--- src/vsa_pkg.sv ---
// shared types and constants of the voice slot allocator
// depends on nothing
`timescale 1ns / 1ps

package vsa_pkg;

    localparam int VSA_NUM_SLOTS_DEF = 8;

    localparam logic [1:0] REQ_ALLOC    = 2'd0;
    localparam logic [1:0] REQ_RELEASE  = 2'd1;
    localparam logic [1:0] REQ_STOP_ALL = 2'd2;

    typedef struct packed {
        logic [3:0] busy_count;
        logic       status;
        logic       stole_voice;
        logic [2:0] granted_slot;
    } vsa_result_t;

endpackage

--- src/vsa_age_mem.sv ---
// age order list storage: one write port, one registered read port
// depends on nothing
`timescale 1ns / 1ps

module vsa_age_mem #(
    parameter int DEPTH = 8,
    parameter int WIDTH = 3
) (
    input  logic                     aclk,
    input  logic                     wr_en,
    input  logic [$clog2(DEPTH)-1:0] wr_addr,
    input  logic [WIDTH-1:0]         wr_data,
    input  logic [$clog2(DEPTH)-1:0] rd_addr,
    output logic [WIDTH-1:0]         rd_data
);

    logic [WIDTH-1:0] mem [DEPTH];
    logic [WIDTH-1:0] rdata_reg;

    always_ff @(posedge aclk) begin
        if (wr_en) begin
            mem[wr_addr] <= wr_data;
        end
        rdata_reg <= mem[rd_addr];
    end

    assign rd_data = rdata_reg;

endmodule

--- src/vsa_ctrl.sv ---
// request sequencer: busy bits, list length, walk over the age list memory
// depends on vsa_pkg; drives vsa_age_mem
`timescale 1ns / 1ps

module vsa_ctrl
    import vsa_pkg::*;
#(
    parameter int NUM_SLOTS = VSA_NUM_SLOTS_DEF,
    parameter int SW        = $clog2(NUM_SLOTS)
) (
    input  logic          aclk,
    input  logic          aresetn,
    input  logic          req_valid,
    output logic          req_ready,
    input  logic [1:0]    req_type,
    input  logic [2:0]    req_slot,
    output logic          res_valid,
    input  logic          res_ready,
    output vsa_result_t   res,
    output logic          mem_we,
    output logic [SW-1:0] mem_waddr,
    output logic [SW-1:0] mem_wdata,
    output logic [SW-1:0] mem_raddr,
    input  logic [SW-1:0] mem_rdata
);

    localparam int CW   = $clog2(NUM_SLOTS + 1);
    localparam int CMPW = (SW > 3) ? SW : 3;
    localparam int LW   = (CW > 4) ? CW : 4;

    localparam logic [2:0] ST_IDLE  = 3'd0;
    localparam logic [2:0] ST_EXEC  = 3'd1;
    localparam logic [2:0] ST_SCAN  = 3'd2;
    localparam logic [2:0] ST_SHIFT = 3'd3;
    localparam logic [2:0] ST_TAIL  = 3'd4;
    localparam logic [2:0] ST_DONE  = 3'd5;

    logic [2:0]           state_reg, state_next;
    logic [NUM_SLOTS-1:0] busy_reg, busy_next;
    logic [CW-1:0]        len_reg, len_next;
    logic [1:0]           type_reg, type_next;
    logic [2:0]           slot_reg, slot_next;
    logic [SW-1:0]        pos_reg, pos_next;
    logic                 steal_reg, steal_next;
    logic                 status_reg, status_next;
    logic [SW-1:0]        victim_reg, victim_next;
    logic [2:0]           out_slot_reg, out_slot_next;

    logic                 free_found;
    logic [SW-1:0]        free_idx;
    logic [SW-1:0]        alloc_slot;
    logic [CMPW-1:0]      idx_ext;
    logic [SW-1:0]        idx_sel;
    logic                 idx_busy;
    logic [CMPW-1:0]      alloc_ext;
    logic [CMPW-1:0]      rd_ext;
    logic                 rd_match;
    logic [CW:0]          len_ext;
    logic [CW:0]          pos1;
    logic [CW:0]          pos2;
    logic [CW-1:0]        len_dec;
    logic [LW-1:0]        len_wide;

    // lowest free slot
    always_comb begin
        free_found = 1'b0;
        free_idx   = '0;
        for (int i = NUM_SLOTS - 1; i >= 0; i--) begin
            if (!busy_reg[i]) begin
                free_found = 1'b1;
                free_idx   = SW'(i);
            end
        end
    end

    assign alloc_slot = free_found ? free_idx : '0;
    assign alloc_ext  = CMPW'(alloc_slot);
    assign idx_ext    = CMPW'(slot_reg);
    assign idx_sel    = idx_ext[SW-1:0];
    assign idx_busy   = (32'(slot_reg) < 32'(NUM_SLOTS)) && busy_reg[idx_sel];
    assign rd_ext     = CMPW'(mem_rdata);
    assign rd_match   = steal_reg || (rd_ext == idx_ext);
    assign len_ext    = {1'b0, len_reg};
    assign pos1       = (CW + 1)'(pos_reg) + (CW + 1)'(1);
    assign pos2       = (CW + 1)'(pos_reg) + (CW + 1)'(2);
    assign len_dec    = len_reg - CW'(1);
    assign len_wide   = LW'(len_reg);

    assign req_ready = (state_reg == ST_IDLE);
    assign res_valid = (state_reg == ST_DONE);

    assign res.granted_slot = out_slot_reg;
    assign res.stole_voice  = steal_reg;
    assign res.status       = status_reg;
    assign res.busy_count   = len_wide[3:0];

    always_comb begin
        state_next    = state_reg;
        busy_next     = busy_reg;
        len_next      = len_reg;
        type_next     = type_reg;
        slot_next     = slot_reg;
        pos_next      = pos_reg;
        steal_next    = steal_reg;
        status_next   = status_reg;
        victim_next   = victim_reg;
        out_slot_next = out_slot_reg;
        mem_we        = 1'b0;
        mem_waddr     = pos_reg;
        mem_wdata     = mem_rdata;
        mem_raddr     = '0;

        case (state_reg)
            ST_IDLE: begin
                if (req_valid) begin
                    type_next  = req_type;
                    slot_next  = req_slot;
                    state_next = ST_EXEC;
                end
            end
            ST_EXEC: begin
                steal_next    = 1'b0;
                status_next   = 1'b0;
                out_slot_next = '0;
                pos_next      = '0;
                case (type_reg)
                    REQ_ALLOC: begin
                        if (free_found || (len_reg == '0)) begin
                            mem_we               = 1'b1;
                            mem_waddr            = len_reg[SW-1:0];
                            mem_wdata            = alloc_slot;
                            busy_next[alloc_slot] = 1'b1;
                            len_next             = len_reg + CW'(1);
                            out_slot_next        = alloc_ext[2:0];
                            state_next           = ST_DONE;
                        end else begin
                            steal_next = 1'b1;
                            state_next = ST_SCAN;
                        end
                    end
                    REQ_RELEASE: begin
                        out_slot_next = slot_reg;
                        if (idx_busy) begin
                            state_next = ST_SCAN;
                        end else begin
                            status_next = 1'b1;
                            state_next  = ST_DONE;
                        end
                    end
                    REQ_STOP_ALL: begin
                        busy_next  = '0;
                        len_next   = '0;
                        state_next = ST_DONE;
                    end
                    default: begin
                        state_next = ST_DONE;
                    end
                endcase
            end
            ST_SCAN: begin
                if (rd_match) begin
                    if (steal_reg) begin
                        victim_next   = mem_rdata;
                        out_slot_next = rd_ext[2:0];
                    end
                    if (pos1 < len_ext) begin
                        mem_raddr  = pos1[SW-1:0];
                        state_next = ST_SHIFT;
                    end else begin
                        state_next = ST_TAIL;
                    end
                end else if (pos1 < len_ext) begin
                    mem_raddr = pos1[SW-1:0];
                    pos_next  = pos1[SW-1:0];
                end else begin
                    busy_next[idx_sel] = 1'b0;
                    state_next         = ST_DONE;
                end
            end
            ST_SHIFT: begin
                mem_we    = 1'b1;
                mem_waddr = pos_reg;
                mem_wdata = mem_rdata;
                pos_next  = pos1[SW-1:0];
                if (pos2 < len_ext) begin
                    mem_raddr = pos2[SW-1:0];
                end else begin
                    state_next = ST_TAIL;
                end
            end
            ST_TAIL: begin
                if (steal_reg) begin
                    mem_we    = 1'b1;
                    mem_waddr = len_dec[SW-1:0];
                    mem_wdata = victim_reg;
                end else begin
                    busy_next[idx_sel] = 1'b0;
                    len_next           = len_dec;
                end
                state_next = ST_DONE;
            end
            ST_DONE: begin
                if (res_ready) begin
                    state_next = ST_IDLE;
                end
            end
            default: begin
                state_next = ST_IDLE;
            end
        endcase
    end

    always_ff @(posedge aclk) begin
        if (!aresetn) begin
            state_reg <= ST_IDLE;
            busy_reg  <= '0;
            len_reg   <= '0;
        end else begin
            state_reg <= state_next;
            busy_reg  <= busy_next;
            len_reg   <= len_next;
        end
    end

    always_ff @(posedge aclk) begin
        type_reg     <= type_next;
        slot_reg     <= slot_next;
        pos_reg      <= pos_next;
        steal_reg    <= steal_next;
        status_reg   <= status_next;
        victim_reg   <= victim_next;
        out_slot_reg <= out_slot_next;
    end

endmodule

--- src/voice_slot_allocator_oldest_steal.sv ---
// voice slot allocator with oldest-voice stealing, one request word at a time
// allocate into a free slot, release of an idle slot, stop all and an unused request
//   type go straight from execute to the result; a steal or a busy release walks the list
// the next word is accepted only after the last result is handed on; the walk reads the
//   age list memory one entry per cycle; a held result does not block the next accept
// synchronous reset clears busy bits and list length; the list memory is not cleared
`timescale 1ns / 1ps

module voice_slot_allocator_oldest_steal
    import vsa_pkg::*;
#(
    parameter int NUM_SLOTS = VSA_NUM_SLOTS_DEF
) (
    input  logic        aclk,
    input  logic        aresetn,
    input  logic        s_tvalid,
    output logic        s_tready,
    input  logic [7:0]  s_tdata,   // [2:0] slot_index
    input  logic [1:0]  s_tuser,   // [1:0] req_type
    output logic        m_tvalid,
    input  logic        m_tready,
    output logic [15:0] m_tdata    // [2:0] granted_slot, [3] stole_voice, [4] status,
                                   // [8:5] busy_count
);

    localparam int SW = $clog2(NUM_SLOTS);

    vsa_result_t   res;
    vsa_result_t   out_reg;
    logic          m_valid_reg;
    logic          res_valid;
    logic          res_ready;
    logic          mem_we;
    logic [SW-1:0] mem_waddr;
    logic [SW-1:0] mem_wdata;
    logic [SW-1:0] mem_raddr;
    logic [SW-1:0] mem_rdata;

    assign res_ready = !m_valid_reg || m_tready;

    vsa_ctrl #(
        .NUM_SLOTS (NUM_SLOTS),
        .SW        (SW)
    ) u_ctrl (
        .aclk      (aclk),
        .aresetn   (aresetn),
        .req_valid (s_tvalid),
        .req_ready (s_tready),
        .req_type  (s_tuser),
        .req_slot  (s_tdata[2:0]),
        .res_valid (res_valid),
        .res_ready (res_ready),
        .res       (res),
        .mem_we    (mem_we),
        .mem_waddr (mem_waddr),
        .mem_wdata (mem_wdata),
        .mem_raddr (mem_raddr),
        .mem_rdata (mem_rdata)
    );

    vsa_age_mem #(
        .DEPTH (NUM_SLOTS),
        .WIDTH (SW)
    ) u_age_mem (
        .aclk    (aclk),
        .wr_en   (mem_we),
        .wr_addr (mem_waddr),
        .wr_data (mem_wdata),
        .rd_addr (mem_raddr),
        .rd_data (mem_rdata)
    );

    always_ff @(posedge aclk) begin
        if (!aresetn) begin
            m_valid_reg <= 1'b0;
        end else if (res_valid && res_ready) begin
            m_valid_reg <= 1'b1;
        end else if (m_tready) begin
            m_valid_reg <= 1'b0;
        end
    end

    always_ff @(posedge aclk) begin
        if (res_valid && res_ready) begin
            out_reg <= res;
        end
    end

    assign m_tvalid = m_valid_reg;
    assign m_tdata  = {7'b0, out_reg.busy_count, out_reg.status, out_reg.stole_voice,
                       out_reg.granted_slot};

endmodule

--- config.mk ---
export PLATFORM = sky130hd
export DESIGN_NAME = voice_slot_allocator_oldest_steal
export DESIGN_NICKNAME = d
export VERILOG_FILES = /design/src/vsa_pkg.sv /design/src/vsa_age_mem.sv /design/src/vsa_ctrl.sv /design/src/voice_slot_allocator_oldest_steal.sv
export SDC_FILE = /design/constraint.sdc
export NUM_CORES = 1
export LEC_CHECK = 0
export BUFFER_PORTS_ARGS = -buffer_cell sky130_fd_sc_hd__buf_2
export CORE_UTILIZATION = 35
export DETAILED_ROUTE_END_ITERATION = 8
export HOLD_SLACK_MARGIN = 0.1
export PLACE_DENSITY = 0.51
export SYNTH_ARGS = -nofsm -noshare
export SYNTH_HDL_FRONTEND = slang
export SYNTH_SLANG_ARGS = --single-unit
--- constraint.sdc ---
create_clock -name aclk -period 3.95 [get_ports aclk]
set_input_delay 0.395 -clock aclk [delete_from_list [all_inputs] [get_ports aclk]]
set_output_delay 0.395 -clock aclk [all_outputs]
set_load 0.01 [all_outputs]
==> reports/metrics.csv <==
metric,value,unit
status,completed,
crit_family,multiplexers,
wire_per_inst,16.1,um
hold_path_depth,1,
setup_viol,0,
place_hpwl,5630,um
hp-class,primary input to register,
cts_buffers,9,
ctsResizeCount,0,
ys_ff_latch,68,
route.vias.total,2535,
critPathMaxStageDelay,0.56,ns
placed_area,3710,um^2
synth_cell_type_count,58,
grt_max_degree,14,
power,1.86,mW
fin_nets,364,
drc_errors,0,
rsz0062_at_grt,false,
required,4.19,ns
io_buffers,19,
slew_headroom,36.1,%
row_count,36,
die_w,102,um
r2r_end,u_age_mem.rd_data[1],
drv_cap,0,
yosysWarnings,0,
setup_ws,0.607,ns
syn-cell-area,3530,um^2
critPathLaunchType,register,
clk_pin_slew,0.08,ns
finalHoldViolations,0,
hold_buffers,0,
worstSetupPathType,register to register,
die-area,10500,um^2
design_area,3930,um^2
clk_path_buf_depth,2,
fin_crit_sh,84.6,%
synth_flop_cell,edfxtp_1,
core-area,9770,um^2
grt_antenna_before_repair,0,
hold_end,u_ctrl.type_reg[0],
hp-start,s_tuser[0],
synth_cells,323,
cp_slowest_cell,mux4_2,
htree_levels,3,
fin_crit,3.34,ns
synth.avg_cell_area,10.9,um^2
reg2regPathDepth,8,
drive_gt1_share,14.2,%
diodes,0,
critPathMaxFanout,8,
clock_latency,0.34,ns
start_util,36.1,%
seq_area_frac_synth,52.4,%
cts_tree,done,
layout_common_cells,"49 x edfxtp_1, 25 x nor2_1, 19 x buf_2, 19 x dfxtp_1",
synth_edf_count,49,
cts.sinks,68,
fmax,299,MHz
synthArstFlopShare,0,%
wl,7710,um
n_fill_cell,981,
cp_cell_sequence,ha_1 > ha_1 > or3_1 > o22ai_1 > and2_1 > a22o_1 > mux4_2 > mux2_2,
ff2ff_setup_slack,0.61,ns
syn_to_final_growth,11.3,%
path_common_cell,ha_1,
drt-initial-drc-count,107,
drtPass1Iterations,4,
clock_skew,0.0117,ns
grt_pass1_vias,2365,
cp.arrival,3.58,ns
post_cts_buffers,0,
worstSetupEndpointType,register,
crit_buf_inv,0,
place_congestion,0.810,
power_leakage,1.36,nW
powerDensity,474,nW/um^2
grt_overflow,0,
setup_tns,0,ns
drt-vias-per-instance,5.30,
place_ws,0.632,ns
antenna_left,0,
gr-usage-all-layers,15.9,%
die_h,102,um
mostFrequentLayoutCell,edfxtp_1,
pin_count,32,
reg2reg_from,u_ctrl.pos_reg[0],
grt_pass1_wl,12400,um
ir_worst_vdd,0.237,mV
report.final.slew_viol_count,0,
worstMarginPinSlew,0.948,ns
root_buffer,clkbuf_8,
largest_register_ffs,24,
[routing by layer]
| layer | part of all wire [%] | track usage [%] | vias to the layer above | wire (um) |
|---|---|---|---|---|
| li1 | - | - | 1240 | - |
| met1 | 48 | 21.8 | 1230 | 3730 |
| met2 | 47 | 25.1 | 60 | 3630 |
| met3 | 3.8 | 3.69 | 5 | 295 |
| met4 | 0.73 | 4.62 | 0 | 56 |
| met5 | 0 | 0 | - | 0 |
[area by class of cell]
type,instances,area [um^2],share of cell area [%]
sequential,68,1850,47.1
multi-input combinational,229,1550,39.3
tap,133,166,4.23
clock buffer,9,124,3.15
timing repair buffer,20,103,2.61
clock inverter,7,97.6,2.48
inverter,12,45.0,1.15
[synthesized netlist by cell type (3+ instances only)]
| cell | count | share of area [%] |
|---|---|---|
| edfxtp_1 | 49 | 42 |
| nor2_1 | 25 | 2.7 |
| dfxtp_1 | 19 | 11 |
| a21oi_1 | 18 | 2.5 |
| nand2_1 | 18 | 1.9 |
| mux2i_1 | 13 | 3.7 |
| inv_1 | 12 | 1.3 |
| o21ai_0 | 12 | 1.7 |
| o21ai_1 | 11 | 1.6 |
| clkbuf_1 | 10 | 1.1 |
| ha_1 | 10 | 3.5 |
| nand2b_1 | 9 | 1.6 |
| nor3_1 | 9 | 1.3 |
| buf_4 | 8 | 1.7 |
| nand3_1 | 7 | 0.99 |
| a22o_1 | 6 | 1.5 |
| a31oi_1 | 6 | 1.1 |
| and2_1 | 6 | 1.1 |
| nor2b_1 | 6 | 1.1 |
| mux2_2 | 4 | 1.3 |
| mux4_2 | 4 | 2.5 |
| nand4_1 | 4 | 0.71 |
| o211ai_1 | 4 | 0.85 |
| xor2_1 | 4 | 0.99 |
| a22oi_1 | 3 | 0.64 |
| nor3b_1 | 3 | 0.64 |
| o21a_1 | 3 | 0.64 |
| or3_1 | 3 | 0.53 |
[worst max path at each step]
stage                       from                   end  slack, ns  depth (start not counted)
2_1_floorplan  u_ctrl.pos_reg[0]  u_age_mem.rd_data[1]       0.94                         10
3_3_place_gp   u_ctrl.pos_reg[0]  u_age_mem.rd_data[1]       0.67                          8
3_5_place_dp   u_ctrl.pos_reg[0]  u_age_mem.rd_data[1]       0.63                          8
4_1_cts        u_ctrl.pos_reg[0]  u_age_mem.rd_data[1]       0.62                          8
5_1_grt        u_ctrl.len_reg[0]   u_age_mem.mem[5][1]       0.43                          9
6_report       u_ctrl.pos_reg[0]  u_age_mem.rd_data[1]       0.61                          8
[worst register-to-register path: stages (launching register included)]
cell      delay (ns)
edfxtp_1        0.53
ha_1            0.39
ha_1            0.19
or3_1           0.37
o22ai_1         0.32
and2_1          0.21
a22o_1          0.39
mux4_2          0.57
mux2_2          0.28
[logic make-up after synthesis]
logic type | after synthesis | share of synthesized area [%]
buf+inv | 32 | 4.50
fa+ha+maj | 10 | 3.54
other cells | 1 | 0.106
compound gates | 82 | 15.2
simple gates | 105 | 15.7
flops | 68 | 52.4
mux | 21 | 7.51
xor+xnor | 4 | 0.991
[through the flow]
stage	util, %	hold WS, ns	std cells
after floorplan	-	0.400	329
after global placement	38.0	0.410	462
after detailed placement	38.0	0.405	462
after CTS	40.2	0.205	478
after global routing	40.2	0.196	478
final	40.2	0.225	478
[power breakdown]
group / leakage, nW / total, mW / switching, mW / internal [mW]
clock: 0.108 / 0.646 / 0.288 / 0.359
sequential: 0.606 / 0.893 / 0.0649 / 0.828
combinational: 0.642 / 0.324 / 0.200 / 0.124
Power figures use the tool's default switching activity.
